[config.mk]
export PLATFORM = sky130hd
export DESIGN_NAME = sme_div
export DESIGN_NICKNAME = d
export VERILOG_FILES = /design/src/design/sme_pkg.sv /design/src/design/sme_div.sv
export SDC_FILE = /design/constraint.sdc
export NUM_CORES = 1
export LEC_CHECK = 0
export BUFFER_PORTS_ARGS = -buffer_cell sky130_fd_sc_hd__buf_2
export CAP_MARGIN = 25
export CORE_MARGIN = 1.5
export CORE_UTILIZATION = 55
export CTS_BUF_LIST = sky130_fd_sc_hd__clkbuf_8
export DETAILED_ROUTE_END_ITERATION = 6
export GPL_TIMING_DRIVEN = 0
export MAX_ROUTING_LAYER = met4
export PLACE_DENSITY_LB_ADDON = 0.08
export SLEW_MARGIN = 20
export SYNTH_ARGS = -nofsm -noshare
export SYNTH_HDL_FRONTEND = slang
export SYNTH_SLANG_ARGS = --single-unit
[constraint.sdc]
create_clock -name clk -period 4.75 [get_ports clk]
set_input_delay 0.475 -clock clk [delete_from_list [all_inputs] [get_ports clk]]
set_output_delay 0.475 -clock clk [all_outputs]
set_load 0.02 [all_outputs]
[src/design/sme_pkg.sv]
// Package for the stack machine executor: operation codes, item types and helpers.
package sme_pkg;

	localparam int unsigned StackDepthDefault = 256;
	localparam int unsigned OpW   = 5;
	localparam int unsigned DataW = 64;
	localparam int unsigned KindW = 3;
	localparam int unsigned StatW = 3;
	localparam int unsigned JumpW = 32;
	localparam int unsigned DepW  = 9;

	typedef enum logic [OpW-1:0] {
		OP_PUSH = 5'd0, OP_ADD = 5'd1, OP_SUB = 5'd2, OP_MUL = 5'd3, OP_DIV = 5'd4,
		OP_MOD = 5'd5, OP_OUT = 5'd6, OP_PUT = 5'd7, OP_DUP = 5'd8, OP_DUP2 = 5'd9,
		OP_ROT = 5'd10, OP_SWAP = 5'd11, OP_DROP = 5'd12, OP_IF = 5'd13, OP_END = 5'd14,
		OP_GT = 5'd15, OP_GE = 5'd16, OP_EQ = 5'd17, OP_LE = 5'd18, OP_LT = 5'd19,
		OP_NE = 5'd20, OP_EOF = 5'd21
	} op_t;

	typedef enum logic [KindW-1:0] {
		KIND_NONE = 3'd0, KIND_NUM = 3'd1, KIND_CHAR = 3'd2, KIND_RET = 3'd3,
		KIND_JUMP = 3'd4
	} kind_t;

	typedef enum logic [StatW-1:0] {
		ST_OK = 3'd0, ST_UNDER = 3'd1, ST_OVER = 3'd2, ST_DIVZ = 3'd3, ST_INVAL = 3'd4
	} stat_t;

	typedef enum logic [3:0] {
		S_IDLE, S_RD0, S_RD1, S_RD2, S_CAP, S_MUL0, S_MUL1, S_MUL2, S_DIV, S_EXEC,
		S_WR0, S_WR1, S_WR2, S_DONE
	} state_t;

	typedef struct packed {
		logic [OpW-1:0]   operation;
		logic [DataW-1:0] immediate;
	} in_item_t;

	typedef struct packed {
		logic [KindW-1:0] result_kind;
		logic [DataW-1:0] out_value;
		logic [JumpW-1:0] jump_target;
		logic [StatW-1:0] status;
		logic [DepW-1:0]  depth_after;
	} out_item_t;

	// Number of entries an operation reads.
	function automatic logic [1:0] need_of(input logic [OpW-1:0] op);
		case (op)
			OP_PUSH, OP_END: need_of = 2'd0;
			OP_OUT, OP_PUT, OP_DUP, OP_DROP, OP_IF, OP_EOF: need_of = 2'd1;
			OP_ROT: need_of = 2'd3;
			default: need_of = 2'd2;
		endcase
	endfunction

	// Net growth of the stack: encoded as 0 => -1, 1 => 0, 2 => +1, 3 => +2.
	function automatic logic [1:0] net_of(input logic [OpW-1:0] op);
		case (op)
			OP_PUSH, OP_DUP: net_of = 2'd2;
			OP_DUP2: net_of = 2'd3;
			OP_ROT, OP_SWAP, OP_END: net_of = 2'd1;
			default: net_of = 2'd0;
		endcase
	endfunction

endpackage

[src/design/sme_div.sv]
// Iterative 64-bit unsigned divider, one quotient bit per cycle.
module sme_div (
	input  logic                    clk,
	input  logic                    arst_n,
	input  logic                    start,
	input  logic [sme_pkg::DataW-1:0] dividend,
	input  logic [sme_pkg::DataW-1:0] divisor,
	output logic                    busy,
	output logic                    done,
	output logic [sme_pkg::DataW-1:0] quotient,
	output logic [sme_pkg::DataW-1:0] remainder
);

	localparam int unsigned W = sme_pkg::DataW;

	logic [$clog2(W)-1:0] cnt_q;
	logic                 busy_q;
	logic                 done_q;
	logic [W-1:0]         quo_q;
	logic [W-1:0]         rem_q;
	logic [W-1:0]         dvs_q;
	logic [W:0]           trial;
	logic [W:0]           shifted;

	// One restoring step: shift the next dividend bit in, try the subtract.
	always_comb begin
		shifted = {rem_q, quo_q[W-1]};
		trial   = shifted - {1'b0, dvs_q};
	end

	always_ff @(posedge clk or negedge arst_n) begin
		if (!arst_n) begin
			busy_q <= 1'b0;
			done_q <= 1'b0;
			cnt_q  <= '0;
		end else begin
			done_q <= 1'b0;
			if (start) begin
				busy_q <= 1'b1;
				cnt_q  <= '0;
			end else if (busy_q) begin
				cnt_q <= cnt_q + 1'b1;
				if (cnt_q == $clog2(W)'(W - 1)) begin
					busy_q <= 1'b0;
					done_q <= 1'b1;
				end
			end
		end
	end

	always_ff @(posedge clk) begin
		if (start) begin
			quo_q <= dividend;
			rem_q <= '0;
			dvs_q <= divisor;
		end else if (busy_q) begin
			if (!trial[W]) begin
				rem_q <= trial[W-1:0];
			end else begin
				rem_q <= shifted[W-1:0];
			end
			quo_q <= {quo_q[W-2:0], ~trial[W]};
		end
	end

	assign busy      = busy_q;
	assign done      = done_q;
	assign quotient  = quo_q;
	assign remainder = rem_q;

endmodule

# Yosys cells after proc, flatten, opt, wreduce, memory -nomap -nowiden
# Cells that the tools add are included.
totals:
  register_bits: 200
  inputBits: 131
classes:
  n_addsub: 2
  eq_ne: 1
  muxes: 11
  bitwise: 1
  reduce_logical: 1
ops:
  columns: ["operator", "count"]
  rows:
  - ["64-bit 2-to-1 mux", 3]
  - ["65-bit by 64-bit subtractor with 65-bit output", 1]
  - ["6-bit 2-to-1 mux", 2]
  - ["6-bit by 1-bit adder with 6-bit output, second input constant", 1]
  - ["6-bit equality test, second input constant", 1]
  - ["1-bit 2-to-1 mux", 6]
  - ["2-bit nonzero test", 1]
  - ["1-bit NOT", 1]

# Longest topological paths before layout
# Gate-level depths: netlist (run 1).
depth:
  depth_word: 4
  mapped_depth: 15
  ltp_nobuf: 13

# Least setup slack after synthesis (run 1)
# Ideal clock, no wire load.
synth_timing:
  path_type: "reg-to-reg"
  from: "register quo_q[63], in the netlist quotient[63]"
  to: "register rem_q[62], in the netlist remainder[62]"
  setup_time_ns: 0.132
  arrival_ns: 3.104
  t_required_ns: 4.618
  path_slack_ns: 1.515
  path_stages_with_launch: 14
  n_path_buf: 0
  path_cell_list: "edfxtp_1 inv_1 ha_1 fa_1 and2b_1 o31ai_1 a211o_1 o311ai_2 o21ai_1 o31ai_2 a211oi_1 o41ai_1 xnor2_1 o22ai_2"
synth_between:
  elab_chain_cells: 2
synth_rtl:
  columns: ["item", "line_no", "text"]
  rows:
  - ["start: declaration", "sme_div.sv:19", "logic [W-1:0] quo_q;"]
  - ["start signal: assignment", "sme_div.sv:53", "quo_q <= dividend;"]
  - ["start signal: assignment", "sme_div.sv:62", "quo_q <= {quo_q[W-2:0], ~trial[W]};"]
  - ["65-bit by 64-bit subtractor with 65-bit output", "sme_div.sv:28", "trial = shifted - {1'b0, dvs_q};"]
  - ["64-bit 2-to-1 mux", "sme_div.sv:57", "if (!trial[W]) begin"]
  - ["end signal: assignment", "sme_div.sv:58", "rem_q <= trial[W-1:0];"]
  - ["end signal: assignment", "sme_div.sv:60", "rem_q <= shifted[W-1:0];"]
  - ["end: declaration", "sme_div.sv:20", "logic [W-1:0] rem_q;"]
# No other way between the ends.
# A chain may end at the register's enable or synchronous reset.

# Final worst setup path (run 1)
# Ends and elaborated chain as after synthesis.

==> results of run 1 <==
## cell families after synthesis
| family | Yosys count | share of synthesized area (%) |
|---|---|---|
| simple gates | 289 | 11.3 |
| buf+inv | 145 | 4.89 |
| compound gates | 317 | 17.7 |
| mux | 116 | 10.4 |
| fa+ha+maj | 66 | 6.95 |
| xor+xnor | 60 | 4.45 |
| flops | 200 | 44.4 |
## area by class of cell
class                      count  area (µm²)  area share (%)
buffer                        60         268            1.90
clock buffer                  17         234            1.66
clock inverter                15         181            1.29
inverter                      85         322            2.28
multi-input combinational    848        6080            43.1
sequential                   200        5330            37.8
tap                          275         344            2.44
timing repair buffer         263        1350            9.60
## metrics by stage
step | utilization [%] | std cells | hold slack [ps] | cell area (µm²) | setup TNS, ps
after global placement | 64.3 | 1728 | 327 | 13600 | -2410
final | 66.5 | 1763 | 145 | 14100 | 0
after global routing | 66.5 | 1763 | 117 | 14100 | 0
after detailed placement | 64.5 | 1730 | 337 | 13700 | 0
after CTS | 66.5 | 1763 | 124 | 14100 | 0
after floorplan | - | 1193 | 179 | 12000 | 0
## placed cells by master (no fill, tap or decap), drive strengths merged, types with 5 or more instances in the layout
cell type / n
buf: 287
edfxtp: 128
nor2: 110
a21oi: 93
inv: 92
nand2: 76
ha: 65
mux2: 64
dfxtp: 64
o21ai: 54
a211oi: 53
mux2i: 52
clkbuf: 52
xnor2: 39
a21o: 34
nand4: 23
xor2: 21
o21bai: 19
nand3: 15
nand2b: 11
nor3: 11
or3: 8
dfrtp: 8
clkinv: 8
nor2b: 7
and4: 6
o2111ai: 6
o21a: 6
a31oi: 6
o31ai: 6
and3: 5
## worst max-delay path by stage
stage                       startpoint       endpoint  cells after the start
after global routing      quotient[63]  remainder[62]                     13
after detailed placement  quotient[63]  remainder[62]                     13
final                     quotient[63]  remainder[62]                     13
after global placement           start   quotient[50]                      4
after floorplan           quotient[63]  remainder[62]                     13
after CTS                 quotient[63]  remainder[62]                     13
## repair_timing
| item | 4_1_cts | 5_1_grt |
|---|---|---|
| hold buffers | 1 | 0 |
| endpoints found under the hold margin | 8 | 0 |
| setup endpoints to repair | 0 | 0 |
| buffers inserted | 0 | 0 |
## registers in the layout (all words and copies together) (netlist names)
name and cells:
dvs_q 64, quotient 64, remainder 64, cnt_q 6, busy 1, done 1
## power by group through the flow
| stage | Sequential (mW) | Combinational [mW] | Clock [mW] |
|---|---|---|---|
| after detailed placement | 2.54 | 3.96 | 0 |
| after CTS | 2.50 | 3.99 | 1.16 |
| after global routing | 2.55 | 4.39 | 1.23 |
| after global placement | 2.53 | 3.92 | 0 |
| final | 2.50 | 4.00 | 1.14 |
| after floorplan | 2.81 | 2.63 | 0 |
## metal layers
metal | vias to the layer above | track usage, % | share of wire [%]
met5 | - | - | 0
met4 | 0 | 6.55 | 1.3
met3 | 34 | 4.82 | 6.5
met2 | 331 | 47.3 | 47
met1 | 4770 | 37.9 | 45
li1 | 4954 | - | -
==> impl_metrics.xml, run 1 <==
<?xml version="1.0" encoding="UTF-8"?>
<metrics>
  <group name="status">
    <metric name="status" unit="">finished with violations</metric>
    <metric name="violations" unit="">DRC</metric>
  </group>
  <group name="synth">
    <metric name="post_synth.cell_area_avg" unit="µm²">10.1</metric>
    <metric name="yosys.cell_count.top_type" unit="">sky130_fd_sc_hd__edfxtp_1</metric>
    <metric name="yosys-top-cells-area" unit="">sky130_fd_sc_hd__edfxtp_1, sky130_fd_sc_hd__dfxtp_1, sky130_fd_sc_hd__ha_1</metric>
    <metric name="syn_nets" unit="">1390</metric>
    <metric name="synth_seq_cells" unit="">200</metric>
    <metric name="synth.lib_cells_used.distinct" unit="">79</metric>
    <metric name="synth_sequential_area_ratio" unit="%">44.4</metric>
    <metric name="synth_edf_count" unit="">128</metric>
    <metric name="postSynthCellCount" unit="">1193</metric>
    <metric name="synthDominantCellAreaShare" unit="%">32.1</metric>
    <metric name="synth_top_cells_by_count" unit="">sky130_fd_sc_hd__edfxtp_1, sky130_fd_sc_hd__nor2_1, sky130_fd_sc_hd__a21oi_1, sky130_fd_sc_hd__inv_1, sky130_fd_sc_hd__nand2_1</metric>
    <metric name="synth.largest_area_cell" unit="">sky130_fd_sc_hd__edfxtp_1</metric>
    <metric name="netlist_area" unit="µm²">12000</metric>
    <metric name="synthesis.yosys.warnings" unit="">0</metric>
    <metric name="synth_flop_cell" unit="">sky130_fd_sc_hd__edfxtp_1</metric>
    <metric name="async_reset_ff_share" unit="%">4.00</metric>
  </group>
  <group name="route">
    <metric name="final_antenna_net_count" unit="">0</metric>
    <metric name="first_iter_violations" unit="">700</metric>
    <metric name="routed-via-count" unit="">10089</metric>
    <metric name="drt-total-wl" unit="µm">31800</metric>
    <metric name="avgViaCountPerCell" unit="">5.72</metric>
    <metric name="wl_per_cell" unit="µm">18.0</metric>
    <metric name="drt_pre_antenna_iters" unit="">7</metric>
    <metric name="drc" unit="">2</metric>
  </group>
  <group name="sta">
    <metric name="finalSetupViolCount" unit="">0</metric>
    <metric name="timing.fmax" unit="GHz">0.256</metric>
    <metric name="timing.final.crit_share" unit="%">82.2</metric>
    <metric name="finalCriticalPeriod" unit="ps">3900</metric>
    <metric name="worst_slew_pin_slew" unit="ps">798</metric>
    <metric name="fin_worst_setup_slack" unit="ps">846</metric>
    <metric name="drv_slew" unit="">0</metric>
    <metric name="final_hold_viol_count" unit="">0</metric>
    <metric name="max-slew-margin-rel" unit="%">46.5</metric>
    <metric name="grt_setup_unrepaired" unit="">false</metric>
    <metric name="layout_skew" unit="ps">25.1</metric>
  </group>
  <group name="worst_setup_path">
    <metric name="critical_path_required" unit="ps">5100</metric>
    <metric name="timing.critical_path.slowest_cell_delay" unit="ps">440</metric>
    <metric name="end_kind" unit="">flip-flop</metric>
    <metric name="regToRegSetupSlack" unit="ps">850</metric>
    <metric name="timing.critical_path.buf_inv" unit="">1</metric>
    <metric name="regToRegEndpoint" unit="">remainder[62]</metric>
    <metric name="worst_r2r_start" unit="">quotient[63]</metric>
    <metric name="timing.setup.critical_path_class" unit="">flip-flop to flip-flop</metric>
    <metric name="crit_family" unit="">compound AO/OA/AOI/OAI gates</metric>
    <metric name="worst_r2r_path_depth" unit="">13</metric>
    <metric name="critical_path.max_fanout" unit="">4</metric>
    <metric name="timing.critical_path.from_type" unit="">flip-flop</metric>
    <metric name="path_cells" unit="">inv_1, ha_1, fa_1, and2b_1, o31ai_1, a211o_1, o311ai_2, o21ai_1, o31ai_2, a211oi_1, o41ai_1, xnor2_1, o22ai_2</metric>
    <metric name="critPathArrivalTime" unit="ps">4260</metric>
    <metric name="worst_path_max_delay_cell" unit="">sky130_fd_sc_hd__o31ai_2</metric>
  </group>
  <group name="pwr">
    <metric name="power_switching_share" unit="%">44.7</metric>
    <metric name="vdd_drop_max" unit="V">0.000270</metric>
    <metric name="power" unit="mW">7.64</metric>
    <metric name="p_int" unit="mW">4.22</metric>
    <metric name="clock_power_share" unit="%">15.0</metric>
    <metric name="switching_power" unit="mW">3.42</metric>
    <metric name="leakage_component_of_the_power" unit="nW">6.36</metric>
    <metric name="seq_power_share" unit="%">32.7</metric>
    <metric name="comb_power_share" unit="%">52.3</metric>
    <metric name="cellPowerDensity" unit="nW/µm²">541</metric>
  </group>
  <group name="clock_tree">
    <metric name="h-tree-depth" unit="">4</metric>
    <metric name="clock_sinks" unit="">200</metric>
    <metric name="clk_root_buffer_cell" unit="">sky130_fd_sc_hd__clkbuf_8</metric>
    <metric name="tritoncts" unit="">done</metric>
    <metric name="clk_pin_slew_worst_paths" unit="ps">130</metric>
    <metric name="cts_resized" unit="">0</metric>
    <metric name="cts_buffers" unit="">17</metric>
    <metric name="skew_pair_late_insertion_delay" unit="ps">490</metric>
    <metric name="clockBufferDepth" unit="">2</metric>
  </group>
  <group name="grt">
    <metric name="grt.total_usage" unit="%">29.0</metric>
    <metric name="first_global_vias" unit="">9824</metric>
    <metric name="grt_first_pass_wirelength" unit="µm">50000</metric>
    <metric name="grt-ovfl-total" unit="">0</metric>
    <metric name="antenna_found_initial" unit="">0</metric>
    <metric name="pin_count_of_the_biggest_net_entering_global_routing" unit="">38</metric>
  </group>
  <group name="floorplanning">
    <metric name="placeableCoreArea" unit="µm²">21200</metric>
    <metric name="die_height" unit="µm">151</metric>
    <metric name="floorplan.die.width" unit="µm">151</metric>
    <metric name="ioPinCount" unit="">261</metric>
    <metric name="start_util" unit="%">56.5</metric>
    <metric name="die_area" unit="µm²">22700</metric>
    <metric name="rows" unit="">53</metric>
  </group>
  <group name="finish">
    <metric name="antenna_diodes" unit="">0</metric>
    <metric name="final_nets" unit="">1672</metric>
    <metric name="syn2layout_area_growth" unit="%">17.6</metric>
    <metric name="layout-drive-gt1-share" unit="%">26.7</metric>
    <metric name="fillCellCount" unit="">1802</metric>
  </group>
  <group name="min_path">
    <metric name="min_from" unit="">divisor[56]</metric>
    <metric name="hp_class" unit="">primary input to flip-flop</metric>
    <metric name="hold_crit_endpoint" unit="">dvs_q[56]</metric>
    <metric name="hold_depth" unit="">1</metric>
  </group>
  <group name="placement">
    <metric name="place_hpwl" unit="µm">24600</metric>
    <metric name="finalWeightedCongestion" unit="">0.938</metric>
    <metric name="pre_cts_slack" unit="ps">881</metric>
    <metric name="io_buffer_count" unit="">260</metric>
  </group>
  <group name="run">
    <metric name="drv.max_cap_violation_count" unit="">0</metric>
  </group>
</metrics>
(Power assumes the default switching activity.)
==> run 2: changes to the inputs <==
Settings changed: ABC_AREA from default to 1, CORE_UTILIZATION 55 to 53.
Clock period 4.75 ns to 3.4 ns, I/O delays scaled along.
==> run 2 against run 1 <==
The run now ends clean. Cell area is 22% higher. Fmax is 27% higher. Count of clock-buffer cells in the layout did not move. Power fell by 31%. Final cell count increased by 69%. Critical endpoint is now remainder[14]. Non-clock buffer count increased by 28. Sequential share of layout area down 6.8 points. Largest power group is now registers. Clock skew increased by 12 ps. Die area rose by 25%. Worst hold slack worse by 120 ps.
==> impl_metrics.xml, run 2 <==
<?xml version="1.0" encoding="UTF-8"?>
<metrics>
  <group name="grt">
    <metric name="grt-ovfl-total" unit="">0</metric>
    <metric name="pin_count_of_the_biggest_net_entering_global_routing" unit="">44</metric>
    <metric name="grt_first_pass_wirelength" unit="µm">68900</metric>
    <metric name="antenna_found_initial" unit="">0</metric>
    <metric name="first_global_vias" unit="">13443</metric>
    <metric name="grt.total_usage" unit="%">32.2</metric>
  </group>
  <group name="synth">
    <metric name="syn_nets" unit="">2500</metric>
    <metric name="synth.lib_cells_used.distinct" unit="">39</metric>
    <metric name="async_reset_ff_share" unit="%">4.00</metric>
    <metric name="netlist_area" unit="µm²">14500</metric>
    <metric name="synth.largest_area_cell" unit="">sky130_fd_sc_hd__nand2_1</metric>
    <metric name="synth_seq_cells" unit="">200</metric>
    <metric name="post_synth.cell_area_avg" unit="µm²">6.31</metric>
    <metric name="synthesis.yosys.warnings" unit="">0</metric>
    <metric name="synth_sequential_area_ratio" unit="%">36.7</metric>
    <metric name="synth_top_cells_by_count" unit="">sky130_fd_sc_hd__nand2_1, sky130_fd_sc_hd__inv_1, sky130_fd_sc_hd__edfxtp_1, sky130_fd_sc_hd__nand3_1, sky130_fd_sc_hd__nor2_1</metric>
    <metric name="yosys.cell_count.top_type" unit="">sky130_fd_sc_hd__nand2_1</metric>
    <metric name="synthDominantCellAreaShare" unit="%">27.8</metric>
    <metric name="synth_edf_count" unit="">128</metric>
    <metric name="yosys-top-cells-area" unit="">sky130_fd_sc_hd__nand2_1, sky130_fd_sc_hd__edfxtp_1, sky130_fd_sc_hd__inv_1</metric>
    <metric name="synth_flop_cell" unit="">sky130_fd_sc_hd__edfxtp_1</metric>
    <metric name="postSynthCellCount" unit="">2303</metric>
  </group>
  <group name="clock_tree">
    <metric name="h-tree-depth" unit="">4</metric>
    <metric name="clk_pin_slew_worst_paths" unit="ps">130</metric>
    <metric name="cts_buffers" unit="">17</metric>
    <metric name="clk_root_buffer_cell" unit="">sky130_fd_sc_hd__clkbuf_8</metric>
    <metric name="clockBufferDepth" unit="">2</metric>
    <metric name="skew_pair_late_insertion_delay" unit="ps">510</metric>
    <metric name="tritoncts" unit="">done</metric>
    <metric name="clock_sinks" unit="">200</metric>
  </group>
  <group name="sta">
    <metric name="timing.fmax" unit="GHz">0.325</metric>
    <metric name="worst_slew_pin_slew" unit="ps">933</metric>
    <metric name="grt_setup_unrepaired" unit="">false</metric>
    <metric name="layout_skew" unit="ps">37.0</metric>
    <metric name="timing.final.crit_share" unit="%">90.5</metric>
    <metric name="final_hold_viol_count" unit="">0</metric>
    <metric name="finalSetupViolCount" unit="">0</metric>
    <metric name="max-slew-margin-rel" unit="%">37.8</metric>
    <metric name="worst_hold_slack" unit="ps">21.7</metric>
    <metric name="finalCriticalPeriod" unit="ps">3080</metric>
    <metric name="drv_slew" unit="">0</metric>
  </group>
  <group name="worst_setup_path">
    <metric name="critPathArrivalTime" unit="ps">3470</metric>
    <metric name="timing.critical_path.from_type" unit="">flip-flop</metric>
    <metric name="end_kind" unit="">flip-flop</metric>
    <metric name="critical_path.max_fanout" unit="">10</metric>
    <metric name="critical_path_required" unit="ps">3800</metric>
    <metric name="timing.setup.critical_path_class" unit="">flip-flop to flip-flop</metric>
    <metric name="regToRegSetupSlack" unit="ps">320</metric>
  </group>
  <group name="route">
    <metric name="wl_per_cell" unit="µm">14.6</metric>
    <metric name="routed-via-count" unit="">14398</metric>
    <metric name="first_iter_violations" unit="">1158</metric>
    <metric name="drt-total-wl" unit="µm">43600</metric>
    <metric name="drc" unit="">0</metric>
    <metric name="drt_pre_antenna_iters" unit="">6</metric>
    <metric name="avgViaCountPerCell" unit="">4.82</metric>
    <metric name="final_antenna_net_count" unit="">0</metric>
  </group>
  <group name="floorplanning">
    <metric name="placeableCoreArea" unit="µm²">27000</metric>
    <metric name="start_util" unit="%">53.9</metric>
    <metric name="die_height" unit="µm">169</metric>
    <metric name="ioPinCount" unit="">261</metric>
    <metric name="die_area" unit="µm²">28400</metric>
    <metric name="rows" unit="">60</metric>
    <metric name="floorplan.die.width" unit="µm">169</metric>
  </group>
  <group name="placement">
    <metric name="place_hpwl" unit="µm">35200</metric>
    <metric name="finalWeightedCongestion" unit="">0.954</metric>
    <metric name="io_buffer_count" unit="">260</metric>
  </group>
  <group name="pwr">
    <metric name="leakage_component_of_the_power" unit="nW">10.2</metric>
    <metric name="power" unit="mW">5.28</metric>
    <metric name="cellPowerDensity" unit="nW/µm²">307</metric>
    <metric name="vdd_drop_max" unit="V">0.000297</metric>
  </group>
  <group name="run">
    <metric name="drv.max_cap_violation_count" unit="">0</metric>
  </group>
  <group name="finish">
    <metric name="register_area" unit="µm²">5330</metric>
    <metric name="final_nets" unit="">2828</metric>
    <metric name="layout.cells.most_common" unit="">sky130_fd_sc_hd__nand2_1</metric>
    <metric name="syn2layout_area_growth" unit="%">18.3</metric>
    <metric name="fillCellCount" unit="">2522</metric>
    <metric name="layout.cells.most_common_list" unit="">sky130_fd_sc_hd__nand2_1, sky130_fd_sc_hd__inv_1, sky130_fd_sc_hd__buf_2</metric>
    <metric name="antenna_diodes" unit="">0</metric>
    <metric name="multi_input_area" unit="µm²">7010</metric>
    <metric name="layout-drive-gt1-share" unit="%">13.7</metric>
  </group>
  <group name="status">
    <metric name="status" unit="">finished, final reports clean</metric>
  </group>
  <group name="min_path">
    <metric name="hp_class" unit="">primary input to flip-flop</metric>
  </group>
</metrics>
run 2: cell types whose count changed after synthesis, moves of 34 or more:
cell                       before   now
sky130_fd_sc_hd__nand2_1       75  1075
sky130_fd_sc_hd__inv_1         84   507
sky130_fd_sc_hd__nand3_1       14   124
sky130_fd_sc_hd__mux2_2        64     0
sky130_fd_sc_hd__mux2i_1       52     0
sky130_fd_sc_hd__a211oi_1      50     0
sky130_fd_sc_hd__a21oi_1       92    49
sky130_fd_sc_hd__a21o_1        34     0
run 2: repair_timing:
action,CTS,global route
hold endpoints to repair,40,13
gates resized for setup,0,0
setup buffers,0,0
hold buffers,33,13
run 2: worst paths after layout:
| kind | start | to | cells past startpoint |
|---|---|---|---|
| worst max-delay path | quotient[63] | remainder[14] | 20 |
| worst min-delay path | divisor[35] | dvs_q[35] | 1 |
| worst max register to register | quotient[63] | remainder[14] | 20 |
| worst min register to register | remainder[36] | remainder[36] | 2 |
| max in group asynchronous | arst_n | cnt_q[5] | 2 |
| min in group asynchronous | arst_n | cnt_q[0] | 2 |
run 2: cell type report:
| class | count | share of cell area, % |
|---|---|---|
| multi-input cells | 1544 | 40.8 |
| flip-flops and latches | 200 | 31.0 |
| inverters | 517 | 11.3 |
| repair buffers | 309 | 10.6 |
| well taps | 341 | 2.48 |
| plain buffers | 42 | 1.45 |
| clock buffers | 17 | 1.36 |
| clock inverters | 15 | 1.08 |
run 2: kinds of logic (layout without fill, tap and decap cells):
family          after synthesis  count (layout)  share of synthesized area [%]
fa+ha+maj                    66              66                           5.74
xor+xnor                     31              31                           1.87
flops                       200             200                           36.7
simple gates               1378            1378                           38.2
buf+inv                     559             900                           15.1
compound gates               69              69                           2.46
run 2: metrics by stage:
step	area (µm²)	setup slack [ps]	utilization (%)	setup TNS, ps	instances
floorplan	14500	828	-	0	2303
global placement	16300	-1170	60.3	-75370	2904
detailed placement	16300	372	60.5	0	2906
CTS	17100	339	63.3	0	2971
global route	17200	143	63.8	0	2985
finish	17200	325	63.8	0	2985
run 2: where the power goes:
| part | internal [mW] | leakage, nW | switching [mW] |
|---|---|---|---|
| clock network | 0.565 | 0.205 | 1.08 |
| registers | 2.74 | 1.95 | 0.0636 |
| logic | 0.305 | 8.08 | 0.527 |
run 2: per-layer routing:
metal	routed length [µm]	share of wire, %	GRT usage, %
met1	19700	45	41.3
met2	20100	46	52.5
met3	2490	5.7	4.28
met4	1340	3.1	10.8
met5	0	0	-
run 2: critical path, cell delays in order (launching register included):
cell and delay (ps):
sky130_fd_sc_hd__edfxtp_1 370, sky130_fd_sc_hd__inv_1 60, sky130_fd_sc_hd__ha_1 220, sky130_fd_sc_hd__fa_1 420, sky130_fd_sc_hd__inv_1 130, sky130_fd_sc_hd__nand2_1 70, sky130_fd_sc_hd__nand2_1 60, sky130_fd_sc_hd__nand3_1 100
sky130_fd_sc_hd__nand2_2 150, sky130_fd_sc_hd__nand2_1 80, sky130_fd_sc_hd__nand2_2 140, sky130_fd_sc_hd__nand2_2 60, sky130_fd_sc_hd__nand2_2 150, sky130_fd_sc_hd__nand2_4 90, sky130_fd_sc_hd__nand2_4 70, sky130_fd_sc_hd__nand2_2 120
sky130_fd_sc_hd__nand2_4 130, sky130_fd_sc_hd__buf_2 300, sky130_fd_sc_hd__nand2_1 100, sky130_fd_sc_hd__nand3_1 80, sky130_fd_sc_hd__nand2_1 40
==> run 3: changes to the inputs <==
Settings changed: CORE_MARGIN 1.5 to 2.
==> run 3 against run 2 <==
Routed wire length up 1.2%. Global-route usage down 0.68 points. Count of clock-buffer cells in the layout unchanged. Die area up 1.2%. Combinational power down 2%. Utilization down 0.69 points. Non-clock buffer count down 19. Critical path depth down 1. Final cell count down 0.64%. Worst hold slack worse by 15 ps. Via count down 0.38%. Sequential power about the same. Largest power group unchanged.
==> impl_metrics.xml, run 3 (synthesis gave the netlist of run 2 again) <==
<?xml version="1.0" encoding="UTF-8"?>
<metrics>
  <group name="grt">
    <metric name="pin_count_of_the_biggest_net_entering_global_routing" unit="">55</metric>
    <metric name="first_global_vias" unit="">13283</metric>
    <metric name="grt-ovfl-total" unit="">0</metric>
    <metric name="grt.total_usage" unit="%">31.5</metric>
    <metric name="antenna_found_initial" unit="">0</metric>
    <metric name="grt_first_pass_wirelength" unit="µm">68000</metric>
  </group>
  <group name="finish">
    <metric name="final_nets" unit="">2809</metric>
    <metric name="antenna_diodes" unit="">0</metric>
    <metric name="layout.cells.most_common" unit="">sky130_fd_sc_hd__nand2_1</metric>
    <metric name="syn2layout_area_growth" unit="%">17.1</metric>
    <metric name="post-route-util" unit="%">63.1</metric>
    <metric name="fillCellCount" unit="">2608</metric>
    <metric name="fin_cells" unit="">2966</metric>
    <metric name="layout.cells.most_common_list" unit="">sky130_fd_sc_hd__nand2_1, sky130_fd_sc_hd__inv_1, sky130_fd_sc_hd__buf_2</metric>
    <metric name="layout-drive-gt1-share" unit="%">13.8</metric>
  </group>
  <group name="sta">
    <metric name="final_hold_viol_count" unit="">0</metric>
    <metric name="totalNegativeSetupSlack" unit="ps">0</metric>
    <metric name="timing.fmax" unit="GHz">0.315</metric>
    <metric name="timing.final.crit_share" unit="%">93.2</metric>
    <metric name="finalCriticalPeriod" unit="ps">3170</metric>
    <metric name="finalSetupViolCount" unit="">0</metric>
    <metric name="fin_worst_setup_slack" unit="ps">230</metric>
    <metric name="worst_slew_pin_slew" unit="ps">1100</metric>
    <metric name="drv_slew" unit="">0</metric>
    <metric name="grt_setup_unrepaired" unit="">false</metric>
    <metric name="layout_skew" unit="ps">38.9</metric>
    <metric name="max-slew-margin-rel" unit="%">26.4</metric>
  </group>
  <group name="clock_tree">
    <metric name="h-tree-depth" unit="">4</metric>
    <metric name="clockBufferDepth" unit="">2</metric>
    <metric name="skew_pair_late_insertion_delay" unit="ps">510</metric>
    <metric name="clk_pin_slew_worst_paths" unit="ps">140</metric>
    <metric name="post-cts-setup-buffer-count" unit="">0</metric>
    <metric name="clk_root_buffer_cell" unit="">sky130_fd_sc_hd__clkbuf_8</metric>
    <metric name="clock_sinks" unit="">200</metric>
    <metric name="cts_buffers" unit="">17</metric>
    <metric name="tritoncts" unit="">done</metric>
  </group>
  <group name="floorplanning">
    <metric name="start_util" unit="%">53.9</metric>
    <metric name="die_height" unit="µm">170</metric>
    <metric name="rows" unit="">60</metric>
    <metric name="die_area" unit="µm²">28800</metric>
    <metric name="floorplan.die.width" unit="µm">170</metric>
    <metric name="ioPinCount" unit="">261</metric>
    <metric name="placeableCoreArea" unit="µm²">27000</metric>
  </group>
  <group name="route">
    <metric name="drt_pre_antenna_iters" unit="">7</metric>
    <metric name="wl_per_cell" unit="µm">14.9</metric>
    <metric name="first_iter_violations" unit="">1058</metric>
    <metric name="avgViaCountPerCell" unit="">4.84</metric>
    <metric name="final_antenna_net_count" unit="">0</metric>
    <metric name="drt-total-wl" unit="µm">44200</metric>
    <metric name="drc" unit="">0</metric>
    <metric name="routed-via-count" unit="">14344</metric>
  </group>
  <group name="pwr">
    <metric name="switching_power" unit="mW">1.66</metric>
    <metric name="comb_power_share" unit="%">15.5</metric>
    <metric name="power" unit="mW">5.26</metric>
    <metric name="p_int" unit="mW">3.60</metric>
    <metric name="leakage_component_of_the_power" unit="nW">10.2</metric>
    <metric name="clock_power_share" unit="%">31.2</metric>
    <metric name="vdd_drop_max" unit="V">0.000241</metric>
    <metric name="seq_power_share" unit="%">53.2</metric>
    <metric name="cellPowerDensity" unit="nW/µm²">309</metric>
    <metric name="power_switching_share" unit="%">31.6</metric>
  </group>
  <group name="worst_setup_path">
    <metric name="critical_path_required" unit="ps">3610</metric>
    <metric name="timing.critical_path.from_type" unit="">flip-flop</metric>
    <metric name="critPathArrivalTime" unit="ps">3380</metric>
    <metric name="end_kind" unit="">flip-flop</metric>
    <metric name="timing.setup.critical_path_class" unit="">flip-flop to flip-flop</metric>
    <metric name="critical_path.max_fanout" unit="">10</metric>
  </group>
  <group name="placement">
    <metric name="finalWeightedCongestion" unit="">1.01</metric>
    <metric name="pre_cts_slack" unit="ps">322</metric>
    <metric name="place_hpwl" unit="µm">36100</metric>
    <metric name="io_buffer_count" unit="">260</metric>
    <metric name="placed_instances" unit="">2906</metric>
  </group>
  <group name="status">
    <metric name="status" unit="">finished, final reports clean</metric>
  </group>
  <group name="min_path">
    <metric name="hp_class" unit="">primary input to flip-flop</metric>
  </group>
  <group name="run">
    <metric name="drv.max_cap_violation_count" unit="">0</metric>
  </group>
</metrics>
-- run 3: power groups by stage --
| stage | Sequential, mW | Clock [mW] | Combinational [mW] |
|---|---|---|---|
| after global routing | 2.81 | 1.74 | 0.911 |
| after CTS | 2.80 | 1.66 | 0.805 |
| after detailed placement | 2.85 | 0 | 0.791 |
| after global placement | 2.85 | 0 | 0.770 |
| after floorplan | 2.93 | 0 | 0.402 |
| final | 2.80 | 1.64 | 0.817 |
-- run 3: final cells by class --
type	count	area (µm²)	share of cell area [%]
multi-input combinational	1544	7010	41.2
sequential	200	5330	31.3
inverter	517	1940	11.4
timing repair buffer	290	1630	9.59
tap	341	427	2.51
buffer	42	249	1.46
clock buffer	17	234	1.38
clock inverter	15	183	1.07
-- run 3: worst max-delay path, stage by stage (launching register included) --
cell and delay [ps]:
sky130_fd_sc_hd__edfxtp_1 390, sky130_fd_sc_hd__inv_1 60, sky130_fd_sc_hd__ha_1 230, sky130_fd_sc_hd__fa_1 430, sky130_fd_sc_hd__inv_1 150, sky130_fd_sc_hd__nand2_1 70, sky130_fd_sc_hd__nand2_1 60, sky130_fd_sc_hd__nand3_1 110
sky130_fd_sc_hd__nand2_2 160, sky130_fd_sc_hd__nand2_1 80, sky130_fd_sc_hd__nand2_2 130, sky130_fd_sc_hd__nand2_2 70, sky130_fd_sc_hd__nand2_2 150, sky130_fd_sc_hd__nand2_4 90, sky130_fd_sc_hd__nand2_4 70, sky130_fd_sc_hd__nand2_1 40
sky130_fd_sc_hd__nand2_1 80, sky130_fd_sc_hd__buf_6 190, sky130_fd_sc_hd__buf_6 190, sky130_fd_sc_hd__o21ai_1 110
-- run 3: stage by stage --
step | hold slack [ps] | cell area [µm²]
after detailed placement | 190 | 16300
after CTS | 0.101 | 16900
final | 6.96 | 17000
after floorplan | 44.4 | 14500
after global routing | -0.983 | 17000
after global placement | 188 | 16300
-- run 3: timing repair --
action	CTS	global route
hold buffers	15	13
gates resized for setup	0	0
hold endpoints to repair	22	13
-- run 3: final timing paths --
kind / startpoint / to / slack (ps) / cells past startpoint
max: quotient[63] / quotient[0] / 230 / 19
min reg2reg: remainder[31] / remainder[31] / 490 / 2
min in group asynchronous: arst_n / done / 190 / 2
min: divisor[22] / dvs_q[22] / 7 / 1
max reg2reg: quotient[63] / quotient[0] / 230 / 19
max in group asynchronous: arst_n / cnt_q[5] / 3010 / 2
-- run 3: per-layer routing --
metal / global-route usage, % / wire length (µm)
met3: 4.29 / 2620
met1: 39.8 / 19700
met4: 12.0 / 1710
met5: - / 0
met2: 51.5 / 20100
